### src/rtl/gsp_pkg.sv
package gsp_pkg;

  typedef enum logic [1:0] {
    OP_SLOT   = 2'd0,
    OP_POLL   = 2'd1,
    OP_INIT   = 2'd2,
    OP_RUMBLE = 2'd3
  } op_t;

  typedef enum logic [1:0] {
    KIND_IDLE   = 2'd0,
    KIND_POLL   = 2'd1,
    KIND_INIT   = 2'd2,
    KIND_RUMBLE = 2'd3
  } kind_t;

  localparam int RX_BYTES = 9;

  localparam logic [2:0] STEP_SHORT_END = 3'd3;
  localparam logic [2:0] STEP_ENTER     = 3'd3;
  localparam logic [2:0] STEP_LOCK      = 3'd4;
  localparam logic [2:0] STEP_EXIT      = 3'd5;
  localparam logic [2:0] STEP_LAST      = 3'd5;

  localparam logic [3:0] SHORT_LEN = 4'd5;

  localparam logic [7:0] CMD_START  = 8'h01;
  localparam logic [7:0] CMD_POLL   = 8'h42;
  localparam logic [7:0] CMD_CONFIG = 8'h43;
  localparam logic [7:0] CMD_MODE   = 8'h44;
  localparam logic [7:0] CMD_ONE    = 8'h01;
  localparam logic [7:0] CMD_LOCK   = 8'h03;
  localparam logic [7:0] CMD_PAD    = 8'h5A;
  localparam logic [7:0] CMD_NONE   = 8'h00;

  localparam logic [7:0] ID_ANALOG = 8'h73;
  localparam logic [7:0] AXIS_HI   = 8'd192;
  localparam logic [7:0] AXIS_LO   = 8'd64;
  localparam logic [7:0] X_CENTRE  = 8'd127;
  localparam logic [7:0] Y_CENTRE  = 8'd128;

  typedef logic [RX_BYTES-1:0][7:0] rx_bytes_t;

  typedef struct packed {
    op_t        opcode;
    logic       data_in;
    logic [7:0] motor_small;
    logic [7:0] motor_large;
  } gsp_req_t;

  typedef struct packed {
    logic       cmd_bit;
    logic       select_active;
    logic       busy_res;
    logic       poll_done;
    logic [7:0] device_id;
    logic       analog_ok;
    logic [4:0] key_index;
    logic [7:0] right_x;
    logic [7:0] right_y;
    logic [7:0] left_x;
    logic [7:0] left_y;
  } gsp_res_t;

  typedef struct packed {
    logic cmd_bit;
    logic select_active;
    logic busy;
    logic done;
  } gsp_status_t;

  function automatic logic [7:0] tx_byte(kind_t kind, logic [2:0] step, logic [3:0] idx,
                                         logic [7:0] mot_s, logic [7:0] mot_l);
    logic [7:0] b;
    b = CMD_NONE;
    if (idx == 4'd0) begin
      b = CMD_START;
    end else if (kind == KIND_INIT) begin
      if (step == STEP_ENTER) begin
        if (idx == 4'd1) b = CMD_CONFIG;
        else if (idx == 4'd3) b = CMD_ONE;
      end else if (step == STEP_LOCK) begin
        if (idx == 4'd1) b = CMD_MODE;
        else if (idx == 4'd3) b = CMD_ONE;
        else if (idx == 4'd4) b = CMD_LOCK;
      end else if (step == STEP_EXIT) begin
        if (idx == 4'd1) b = CMD_CONFIG;
        else if (idx >= 4'd4) b = CMD_PAD;
      end else begin
        if (idx == 4'd1) b = CMD_POLL;
      end
    end else if (idx == 4'd1) begin
      b = CMD_POLL;
    end else if (kind == KIND_RUMBLE) begin
      if (idx == 4'd3) b = mot_s;
      else if (idx == 4'd4) b = mot_l;
    end
    return b;
  endfunction

endpackage

### src/rtl/gsp_frame_ctrl.sv
module gsp_frame_ctrl #(
  parameter int FRAME_BYTES = 9
) (
  input  logic                clk,
  input  logic                rst_n,
  input  logic                acc,
  input  gsp_pkg::gsp_req_t   req,
  output gsp_pkg::gsp_status_t status,
  output gsp_pkg::rx_bytes_t  bytes_nxt
);
  import gsp_pkg::*;

  localparam logic [3:0] FULL_LEN = 4'(FRAME_BYTES);

  kind_t      kind_r, kind_nxt;
  logic [2:0] step_r, step_nxt;
  logic [7:0] tx_r, tx_nxt;
  logic [7:0] rx_r, rx_nxt;
  logic [2:0] bit_r, bit_nxt;
  logic [3:0] byte_r, byte_nxt;
  logic       gap_r, gap_nxt;
  logic [7:0] mot_s_r, mot_s_nxt;
  logic [7:0] mot_l_r, mot_l_nxt;
  rx_bytes_t  bytes_r;
  logic       done;
  logic [3:0] len;
  logic [3:0] byte_inc;

  always_ff @(posedge clk) begin
    if (!rst_n) begin
      kind_r  <= KIND_IDLE;
      step_r  <= '0;
      tx_r    <= '0;
      rx_r    <= '0;
      bit_r   <= '0;
      byte_r  <= '0;
      gap_r   <= 1'b0;
      mot_s_r <= '0;
      mot_l_r <= '0;
      bytes_r <= '0;
    end else begin
      kind_r  <= kind_nxt;
      step_r  <= step_nxt;
      tx_r    <= tx_nxt;
      rx_r    <= rx_nxt;
      bit_r   <= bit_nxt;
      byte_r  <= byte_nxt;
      gap_r   <= gap_nxt;
      mot_s_r <= mot_s_nxt;
      mot_l_r <= mot_l_nxt;
      bytes_r <= bytes_nxt;
    end
  end

  assign len      = (kind_r == KIND_INIT && step_r < STEP_SHORT_END) ? SHORT_LEN : FULL_LEN;
  assign byte_inc = byte_r + 4'd1;

  always_comb begin
    kind_nxt  = kind_r;
    step_nxt  = step_r;
    tx_nxt    = tx_r;
    rx_nxt    = rx_r;
    bit_nxt   = bit_r;
    byte_nxt  = byte_r;
    gap_nxt   = gap_r;
    mot_s_nxt = mot_s_r;
    mot_l_nxt = mot_l_r;
    bytes_nxt = bytes_r;
    done      = 1'b0;
    if (acc) begin
      if (req.opcode != OP_SLOT) begin
        if (kind_r == KIND_IDLE) begin
          kind_nxt = kind_t'(req.opcode);
          step_nxt = '0;
          if (req.opcode == OP_POLL) bytes_nxt = '0;
          if (req.opcode == OP_RUMBLE) begin
            mot_s_nxt = req.motor_small;
            mot_l_nxt = req.motor_large;
          end
          bit_nxt  = '0;
          byte_nxt = '0;
          rx_nxt   = '0;
          gap_nxt  = 1'b0;
          tx_nxt   = CMD_START;
        end
      end else if (kind_r != KIND_IDLE) begin
        if (gap_r) begin
          bit_nxt  = '0;
          byte_nxt = '0;
          rx_nxt   = '0;
          gap_nxt  = 1'b0;
          tx_nxt   = CMD_START;
        end else begin
          rx_nxt  = {req.data_in, rx_r[7:1]};
          tx_nxt  = {1'b0, tx_r[7:1]};
          bit_nxt = bit_r + 3'd1;
          if (bit_r == 3'd7) begin
            if (byte_r < 4'(RX_BYTES)) bytes_nxt[byte_r] = rx_nxt;
            byte_nxt = byte_inc;
            if (byte_inc >= len) begin
              tx_nxt = '0;
              if (kind_r == KIND_INIT && step_r < STEP_LAST) begin
                step_nxt = step_r + 3'd1;
                gap_nxt  = 1'b1;
              end else begin
                done     = (kind_r == KIND_POLL);
                kind_nxt = KIND_IDLE;
                step_nxt = '0;
              end
            end else begin
              tx_nxt = tx_byte(kind_r, step_r, byte_inc, mot_s_r, mot_l_r);
            end
          end
        end
      end
    end
  end

  always_comb begin
    status.busy          = (kind_nxt != KIND_IDLE);
    status.select_active = status.busy && !gap_nxt;
    status.cmd_bit       = status.select_active && tx_nxt[0];
    status.done          = done;
  end

endmodule

### src/rtl/gsp_report.sv
module gsp_report (
  input  logic                 clk,
  input  logic                 rst_n,
  input  logic                 in_valid,
  output logic                 in_stall,
  output logic                 acc,
  input  gsp_pkg::gsp_status_t status,
  input  gsp_pkg::rx_bytes_t   bytes_nxt,
  output logic                 out_valid,
  input  logic                 out_stall,
  output gsp_pkg::gsp_res_t    out_res
);
  import gsp_pkg::*;

  logic       out_valid_r, out_valid_nxt;
  gsp_res_t   res_r, res_nxt;
  logic [15:0] keys;
  logic [4:0]  key;
  logic [7:0]  rx, ry;

  assign in_stall = out_valid_r && out_stall;
  assign acc      = in_valid && !in_stall;

  always_comb begin
    keys = {bytes_nxt[4], bytes_nxt[3]};
    key  = '0;
    for (int j = 15; j >= 0; j--) begin
      if (!keys[j]) key = 5'(j + 1);
    end
    rx = bytes_nxt[5];
    ry = bytes_nxt[6];
    if (ry > AXIS_HI || ry < AXIS_LO) rx = X_CENTRE;
    if (rx > AXIS_HI || rx < AXIS_LO) ry = Y_CENTRE;
  end

  always_comb begin
    res_nxt               = '0;
    res_nxt.cmd_bit       = status.cmd_bit;
    res_nxt.select_active = status.select_active;
    res_nxt.busy_res      = status.busy;
    if (status.done) begin
      res_nxt.poll_done = 1'b1;
      res_nxt.device_id = bytes_nxt[1];
      res_nxt.analog_ok = (bytes_nxt[1] == ID_ANALOG);
      res_nxt.key_index = key;
      res_nxt.right_x   = rx;
      res_nxt.right_y   = ry;
      res_nxt.left_x    = bytes_nxt[7];
      res_nxt.left_y    = bytes_nxt[8];
    end
    out_valid_nxt = acc || in_stall;
  end

  always_ff @(posedge clk) begin
    if (!rst_n) begin
      out_valid_r <= 1'b0;
    end else begin
      out_valid_r <= out_valid_nxt;
    end
  end

  always_ff @(posedge clk) begin
    if (acc) begin
      res_r <= res_nxt;
    end
  end

  assign out_valid = out_valid_r;
  assign out_res   = res_r;

endmodule

### src/rtl/gamepad_serial_poll_engine.sv
// Gamepad serial link master. Each request is a bit slot or a frame start (poll, rumble or
// the six-frame init sequence); each yields one result in the cycle after acceptance, from a
// single result register fed by the frame shifters, counters and the report logic. A new
// request is accepted every cycle while the result register is empty or being taken;
// a held result stalls the input only for as long as it is held. Poll reports (device id,
// analog flag, first pressed button, stick bytes) appear on the slot that ends a poll frame.
module gamepad_serial_poll_engine #(
  parameter int FRAME_BYTES = 9
) (
  input  logic              clk,
  input  logic              rst_n,
  input  logic              in_valid,
  output logic              in_stall,
  input  gsp_pkg::gsp_req_t in_req,
  output logic              out_valid,
  input  logic              out_stall,
  output gsp_pkg::gsp_res_t out_res
);
  import gsp_pkg::*;

  logic        acc;
  gsp_status_t status;
  rx_bytes_t   bytes_nxt;

  gsp_frame_ctrl #(
    .FRAME_BYTES(FRAME_BYTES)
  ) u_frame (
    .clk      (clk),
    .rst_n    (rst_n),
    .acc      (acc),
    .req      (in_req),
    .status   (status),
    .bytes_nxt(bytes_nxt)
  );

  gsp_report u_report (
    .clk      (clk),
    .rst_n    (rst_n),
    .in_valid (in_valid),
    .in_stall (in_stall),
    .acc      (acc),
    .status   (status),
    .bytes_nxt(bytes_nxt),
    .out_valid(out_valid),
    .out_stall(out_stall),
    .out_res  (out_res)
  );

endmodule

### config.mk
export PLATFORM = sky130hd
export DESIGN_NAME = gamepad_serial_poll_engine
export DESIGN_NICKNAME = d
export VERILOG_FILES = /design/src/rtl/gsp_pkg.sv /design/src/rtl/gsp_frame_ctrl.sv /design/src/rtl/gsp_report.sv /design/src/rtl/gamepad_serial_poll_engine.sv
export SDC_FILE = /design/constraint.sdc
export NUM_CORES = 1
export LEC_CHECK = 0
export BUFFER_PORTS_ARGS = -buffer_cell sky130_fd_sc_hd__clkbuf_2
export CAP_MARGIN = 20
export CORE_ASPECT_RATIO = 0.6
export CORE_MARGIN = 4
export CORE_UTILIZATION = 59
export DETAILED_ROUTE_END_ITERATION = 8
export GPL_ROUTABILITY_DRIVEN = 1
export PLACE_DENSITY = 0.9
export SYNTH_ARGS = -nofsm -noshare
export SYNTH_HDL_FRONTEND = slang
export SYNTH_SLANG_ARGS = --single-unit
### constraint.sdc
create_clock -name clk -period 4.5 [get_ports clk]
set_input_delay 0.225 -clock clk [delete_from_list [all_inputs] [get_ports clk]]
set_output_delay 0.225 -clock clk [all_outputs]
set_load 0.05 [all_outputs]
==> flow_summary.toml <==
[run_status]
status = "completed"

[die]
pin_count = 75
dieArea_um2 = 13790
initial_utilization_pct = 61.24
dieWidth_um = 149.0
coreArea_um2 = 11490
row_count = 30
dieHeight_um = 92.58

[flow_run]
maxCapViolations = 0

[worst_setup_path]
startpoint_type = "flip-flop"
max_stage_delay_ns = 0.51
worstPathMaxFanout = 12
crit_path_end_kind = "flip-flop"
path_delay_family = "simple AND/OR/NAND/NOR gates"
cpMaxStageDelayCell = "nor4b_2"
cpMostUsedCell = "ha_1"
cp.buffers_inverters = 0
cp.required_ns = 4.65
worstPathArrival_ns = 3.63
critical_path_class = "flip-flop to flip-flop"
cp_cell_sequence = "ha_1, ha_1, nand2b_1, nor4b_2, nand3_1, a32oi_2, nand2_1, a211oi_4, nor3_1"

[finish]
instances_no_fill = 986
final_nets = 851
utilization_pct = 69.58
design_area_um2 = 7991
drive_gt1_share_pct = 16.22
layout_common_cells = "dfxtp_1 (101), nand2_1 (100), nor2_1 (94), clkbuf_2 (74), a21oi_1 (59)"
fillCellCount = 884
area_growth_pct = 13.61
layout_commonest_cell = "dfxtp_1"
n_antenna_cell = 0

[global_routing]
antenna_found_initial = 0
grt_pass1_vias = 5599
grt_max_degree = 51
grt_pass1_wl_um = 29570
grt.total_usage_pct = 27.19
grt_overflow = 0

[logic_synthesis]
synth_cells = 761
ys_types = 81
synth_edf_count = 50
avgSynthCellArea_um2 = 9.243
synth-seq-area-share_pct = 50.09
ys.flop_type = "dfxtp_1"
mappedNetlistArea_um2 = 7034
ys_warn_count = 0
syn-num-nets = 799
ys_async_sr_fraction_pct = 0
ys_ff_latch = 151

[pwr]
powerDensity_nw_per_um2 = 386.1
vdd_ir_drop_max_uv = 243.4
p_leak_nw = 2.905

[sta]
grt_setup_unrepaired = "no"
worst_pin_slew_ns = 0.9448
max-slew-margin-rel_pct = 36.49
min_period_over_period_pct = 77.44
hold_viol = 0
setup_slack_ns = 1.015
min_period_ns = 3.485
finalSetupViolations = 0
final.setup.tns_ns = 0
skew_ns = 0.009781
finalMaxSlewViolations = 0
fmax_mhz = 287.0

[route]
route.detailed.drc = 0
drt_iter0_drc = 887
vias_per_cell = 6.282
ant_nets = 0
drt-pass1-iter-count = 6
routed-via-count = 6194
wl_um = 18670
wl_per_cell_um = 18.93

[hold_path]
hp-class = "input pin to flip-flop"

[place]
gp_congestion = 0.9285
placed_cells_incl_taps = 954
io_buffer_count = 74
place_area_um2 = 7422
hpwlAfterDp_um = 12200
place_ws_ns = 1.139

[clocking]
clock_latency_ns = 0.42
cts_tree = "yes"
clk_pin_slew_worst_paths_ns = 0.06
cts_buffers = 17
htree_levels = 4
clk_path_buf_depth = 2
cts.sinks = 151
cts-resized-gates = 0
holdBufCountCts = 0
cts-root-buf = "clkbuf_16"
cts_setup_buffers = 0
## report_power, final
group	leakage, nW	internal (mW)	switching, mW
registers	1.31	1.44	0.0155
clock network	0.283	0.805	0.553
logic	1.31	0.0561	0.215
## through the flow
stage          total power [mW]  hold WS, ns
2_1_floorplan             1.689       0.3467
3_3_place_gp              1.745       0.4416
3_5_place_dp              1.750       0.4458
4_1_cts                   3.087      0.01438
5_1_grt                   3.186      0.01297
6_report                  3.086      0.01729
## worst reg2reg max path: stages, from the launching register on
cell	delay, ns
dfxtp_1	0.35
ha_1	0.16
ha_1	0.39
nand2b_1	0.47
nor4b_2	0.51
nand3_1	0.27
a32oi_2	0.38
nand2_1	0.15
a211oi_4	0.40
nor3_1	0.13
## worst paths after layout
| check | startpoint | to | slack [ns] | cells past startpoint |
|---|---|---|---|---|
| max | u_frame.bit_r[0] | u_report.out_res[21] | 1.02 | 9 |
| min | in_req[10] | u_frame.mot_s_r[2] | 0.02 | 3 |
| max reg2reg | u_frame.bit_r[0] | u_report.out_res[21] | 1.02 | 9 |
| min reg2reg | u_frame.step_r[2] | u_frame.step_r[2] | 0.45 | 2 |
## cells by family after synthesis
| logic type | synth area share (%) |
|---|---|
| buf+inv | 4.482 |
| mux | 0.1601 |
| fa+ha+maj | 2.668 |
| flops | 50.09 |
| xor+xnor | 0.4981 |
| simple gates | 22.57 |
| compound gates | 19.53 |
## per-layer routing
layer / up-vias / wire length, µm / GRT usage [%]
met5: - / 0 / 0
li1: 2837 / - / -
met2: 423 / 7815 / 38.47
met4: 0 / 332 / 8.454
met1: 2891 / 8222 / 39.84
met3: 43 / 2295 / 8.215
## layout make-up
| class | instances | area (µm²) | share of cell area (%) |
|---|---|---|---|
| tap | 160 | 200.2 | 2.505 |
| clock inverter | 8 | 55.05 | 0.6889 |
| sequential | 151 | 3523 | 44.09 |
| clock buffer | 24 | 514.2 | 6.435 |
| multi-input combinational | 541 | 3196 | 39.99 |
| inverter | 22 | 87.58 | 1.096 |
| timing repair buffer | 80 | 415.4 | 5.198 |
## registers in the layout, indices dropped and copies added, names as in the netlist
signal              flops
u_frame.step_r          3
u_report.out_res       50
u_frame.bytes_r        56
u_frame.bit_r           3
u_report.out_valid      1
u_frame.mot_l_r         8
u_frame.byte_r          4
u_frame.tx_r            8
u_frame.kind_r          2
u_frame.gap_r           1
u_frame.rx_r            7
u_frame.mot_s_r         8
## synthesized netlist by cell type, types with 3 or more instances
library cell / instances / area, µm²
nand2_1: 100 / 375.4
buf_2: 10 / 50.05
a21o_1: 3 / 22.52
nand3_1: 30 / 150.1
o2bb2ai_1: 3 / 26.28
or3_1: 6 / 37.54
nor4_1: 4 / 25.02
a21oi_1: 59 / 295.3
and3_1: 9 / 56.30
a22o_1: 11 / 96.34
nand2b_1: 6 / 37.54
edfxtp_1: 50 / 1501
a32oi_1: 16 / 140.1
a211o_1: 4 / 35.03
a22oi_1: 19 / 142.6
clkbuf_1: 29 / 108.9
nor3_1: 12 / 60.06
o21ai_0: 21 / 105.1
o21a_1: 9 / 67.56
and2_1: 31 / 193.9
o21ai_1: 4 / 20.02
a32o_1: 6 / 60.06
nor2_1: 94 / 352.8
nor3b_1: 3 / 22.52
nor2b_1: 5 / 31.28
inv_1: 18 / 67.56
a31oi_1: 12 / 75.07
dfxtp_1: 101 / 2022
buf_6: 3 / 33.78
ha_1: 15 / 187.7
nand4_1: 4 / 25.02
Power figures use the tool's default switching activity.
